==> src/rtl/rsu_ram.sv <==
// generic single write port ram with registered read
module rsu_ram #(
   parameter int WIDTH = 8,
   parameter int DEPTH = 16
) (
   input  logic                     clock,
   input  logic                     wr_en,
   input  logic [$clog2(DEPTH)-1:0] wr_addr,
   input  logic [WIDTH-1:0]         wr_data,
   input  logic [$clog2(DEPTH)-1:0] rd_addr,
   output logic [WIDTH-1:0]         rd_data
);

   logic [WIDTH-1:0] mem_ff [DEPTH];

   // write and registered read
   always_ff @(posedge clock) begin
      if (wr_en) begin
         mem_ff[wr_addr] <= wr_data;
      end
      rd_data <= mem_ff[rd_addr];
   end

endmodule

==> config.mk <==
export PLATFORM = sky130hd
export DESIGN_NAME = rsu_ram
export DESIGN_NICKNAME = d
export VERILOG_FILES = /design/src/rtl/rsu_ram.sv
export SDC_FILE = /design/constraint.sdc
export NUM_CORES = 1
export LEC_CHECK = 0
export ABC_AREA = 1
export BUFFER_PORTS_ARGS = -buffer_cell sky130_fd_sc_hd__buf_2
export CAP_MARGIN = 10
export CORE_MARGIN = 3
export CORE_UTILIZATION = 30
export DETAILED_ROUTE_END_ITERATION = 10
export REMOVE_ABC_BUFFERS = 1
export SYNTH_ARGS = -nofsm -noshare
export SYNTH_HDL_FRONTEND = slang
export SYNTH_SLANG_ARGS = --single-unit
==> constraint.sdc <==
create_clock -name clock -period 1.2 [get_ports clock]
set_input_delay 0.06 -clock clock [delete_from_list [all_inputs] [get_ports clock]]
set_output_delay 0.06 -clock clock [all_outputs]
set_load 0.005 [all_outputs]
; Word level (Yosys, flattened, before mapping)
; Memory sizes are Yosys's and may differ from the RTL's. A register that Yosys moved wholly into a read port is not among the register bits.
; Index checks and enable logic that the tools add are counted.
[totals]
reg_bits = 0
ramBits = 128
inputBits = 18
out_inout_bits = 8
word_cells = 3
memories = 1
[classes]
muxes = 2
[mem_list]
columns = name, words, width, read_ports, rd_ports_with_merged_regs, write_ports, line
row1 = mem_ff, 16, 8, 1, 1, 1, 14  ; logic [WIDTH-1:0] mem_ff [DEPTH];
[op_table]
columns = operator, n
row1 = $mux 1, 2

; Logic depth before layout (Yosys ltp)
[depth]
ltp_word = 2
ltp_mapped = 8
depth_no_buf = 7

; Worst setup path before layout
; No wires, ideal clock.
[synth_path]
path_kind = input-to-reg
start = input wr_addr[2]
end = memory mem_ff[10][0] (enable)
setup_ps = 370
t_arrival_ps = 641
required_ps = 830
slack_ps = 189
cell_stages = 2
path_buffers = 0
path_cell_list = nand3b_1 nor2_1
[synth_rtl]
columns = element, line
row1 = "start, declared", 8  ; input logic [$clog2(DEPTH)-1:0] wr_addr,
row2 = "end, declared", 14
; No word-level cell before the write port.

; Worst setup path in the final report
[layout_path]
start = register rd_data[7] (read register of mem_ff)
end = output rd_data[7]
[layout_rtl]
columns = element, line
row1 = "start, declared", 11  ; output logic [WIDTH-1:0] rd_data
; No word-level cell between the ends.

==> metrics.txt <==
outcome finished clean; postcts setup bufs 0; DR vias 3,788; most common flop cell mapped by yosys edfxtp_1; Buf/Inv on CP 1; Clk Tree Root Cell clkbuf_16; P&R area growth vs syn 18.4%; Sink Count 136; post-synthesis cell area 0.00577 sq mm; Crit-path slowest cell dfxtp_1; fin cells 845; FFs w/ async S/R, synth 0%; clock slew at the register clock pins of the worst setup and hold paths 0.05 ns; Fmax 1.02 GHz; top area cells in the synthesized netlist edfxtp_1 67%, nand2_1 11%, nand3_1 8.4%, inv_1 6.5%, dfxtp_1 2.8%; RePlAce Congestion 0.775; final hold vios 0; Max VDD drop 0.730 mV; LEAKAGE 2.94 nW; Critical Path Fanout Max 1; hold crit path type input pin to flip-flop; Die ar. 0.0209 sq mm; Synth area leader edfxtp_1; final setup margin 0.219 ns; first-pass GRT wire length 20,000 um; largest net degree at the start of global routing 51; Detail Placement HPWL 8050 um; Setup crit end kind output port; post-synthesis sequential area ratio 69.4%; Worst-Skew Late Latency 0.41 ns; Slew HR 79.3%; top cell type's share of synthesized area 66.7%; Setup WS pre-CTS 0.115 ns; #FFs+latches synth 136; placed insts 815; TritonCTS Buffers 17; drt wl/cell 15.5 um; synthesized instance count 551; Required @ worst endpoint 1.14 ns; Ys Warns 0; post-cts hold buffer count 0; H-tree levels 4; I/O pins 26; DRT iter0 DRCs 263; Setup crit start kind flip-flop; EDFF count, synth 128; share of layout cells above drive strength 1 12.4%; CP peak stage delay 0.37 ns; Final Cycle Share 81.7%; initial antenna violation count 0; DRC viols 0; arrival time of the worst setup path 0.92 ns; clk_skew 0.00720 ns; WL met2 6190 um; core box area 0.0188 sq mm; PortBufs 25; most frequent cell after synthesis nand2_1; GRT Total Usage 13.2%; Cell Pwr Density 1540 mW/mm^2; met1 wire length 6120 um; # rows 50; Pre-antenna DRT Iters 4; antenna fix cells 0; Die W 145 um; WS Path Type flip-flop to output port; CTS tree built; final number of max-transition violations 0; Starting Density 30.7%; CP Cell Sequence buf_2; fin crit period 0.981 ns; total power 10.5 mW; final WL 13,100 um; Post-layout nets 618; hold_ws 0.0518 ns; delay-heaviest family, CP flip-flops; final antenna-violating net count 0; cts repair resizes 0; Overflow after GRT 0; Final Setup Violations 0; mean area per synthesized cell 10.5 sq um; number of max-cap violations 0; maximum clock insertion buffer count 2; Synth top cells by count 173 x nand2_1, 128 x edfxtp_1, 100 x inv_1, 97 x nand3_1, 17 x nor2_1; unrepaired setup endpoints after global routing false; Slew @ Worst Pin 0.311 ns; die height 145 um; Top Metal Used met4; setup_tns 0 ns; vias per cell 4.48; routed wl met3 551 um; vias in the first global route 3,451; count of different cell masters after synthesis 12
==> layout make-up <==
cell class / count / area (sq um)
fillers: 1844 / 11900
flip-flops and latches: 136 / 4000
multi-input cells: 289 / 1210
clock buffers: 23 / 448
repair buffers: 54 / 430
inverters: 102 / 383
well taps: 234 / 293
clock inverters: 7 / 55.1
==> per-stage QoR <==
step | utilization [%] | instance area (sq um)
after floorplan | - | 5600
after global placement | 33.7 | 6320
after detailed placement | 33.7 | 6320
after CTS | 36.4 | 6830
final | 36.4 | 6830
after global routing | 36.4 | 6830
==> layout by cell type (no fill, tap or decap) <==
| cell type | instances |
|---|---|
| nand2_1 | 173 |
| edfxtp_1 | 128 |
| inv_1 | 100 |
| nand3_1 | 97 |
| buf_2 | 25 |
| buf_4 | 22 |
| nor2_1 | 17 |
| clkbuf_16 | 17 |
| dfxtp_1 | 8 |
| buf_12 | 7 |
| clkbuf_1 | 6 |
| clkinv_1 | 4 |
| inv_2 | 2 |
| nand3b_1 | 2 |
| clkinv_2 | 2 |
| bufinv_16 | 1 |
==> kinds of logic (layout without fill, tap and decap cells) <==
kind of cell	after synthesis	after routing	share of synthesized area, %
flip-flops	136	136	69.4
AND/OR/NAND/NOR	289	289	21.0
buffers and inverters	126	186	9.52
==> routing by layer <==
metal  global-route usage, %  vias to the layer above
met5                       0                        -
met4                    5.15                        0
met3                    3.11                       18
met2                    20.4                       84
met1                    17.9                     1819
li1                        -                     1867
==> final timing paths <==
kind,end,cells past startpoint,slack [ns],from
hold / removal,mem_ff[3][7]$_DFFE_PP_,1,0.05,wr_data[7]
setup reg to reg,rd_data[2]$_DFF_P_,6,0.23,mem_ff[1][2]$_DFFE_PP_
hold reg to reg,rd_data[7]$_DFF_P_,6,0.66,mem_ff[10][7]$_DFFE_PP_
setup / recovery,rd_data[7],1,0.22,rd_data[7]$_DFF_P_
==> power by group <==
part | leakage (nW) | internal (mW) | switching [mW]
Combinational | 1.47 | 0.233 | 0.443
Sequential | 1.22 | 5.31 | 0.0356
Clock | 0.245 | 2.78 | 1.74
==> state kept, by name (all words and copies together) (netlist names) <==
name and flops:
mem_ff 128, rd_data 8
Power figures use the tool's default switching activity.
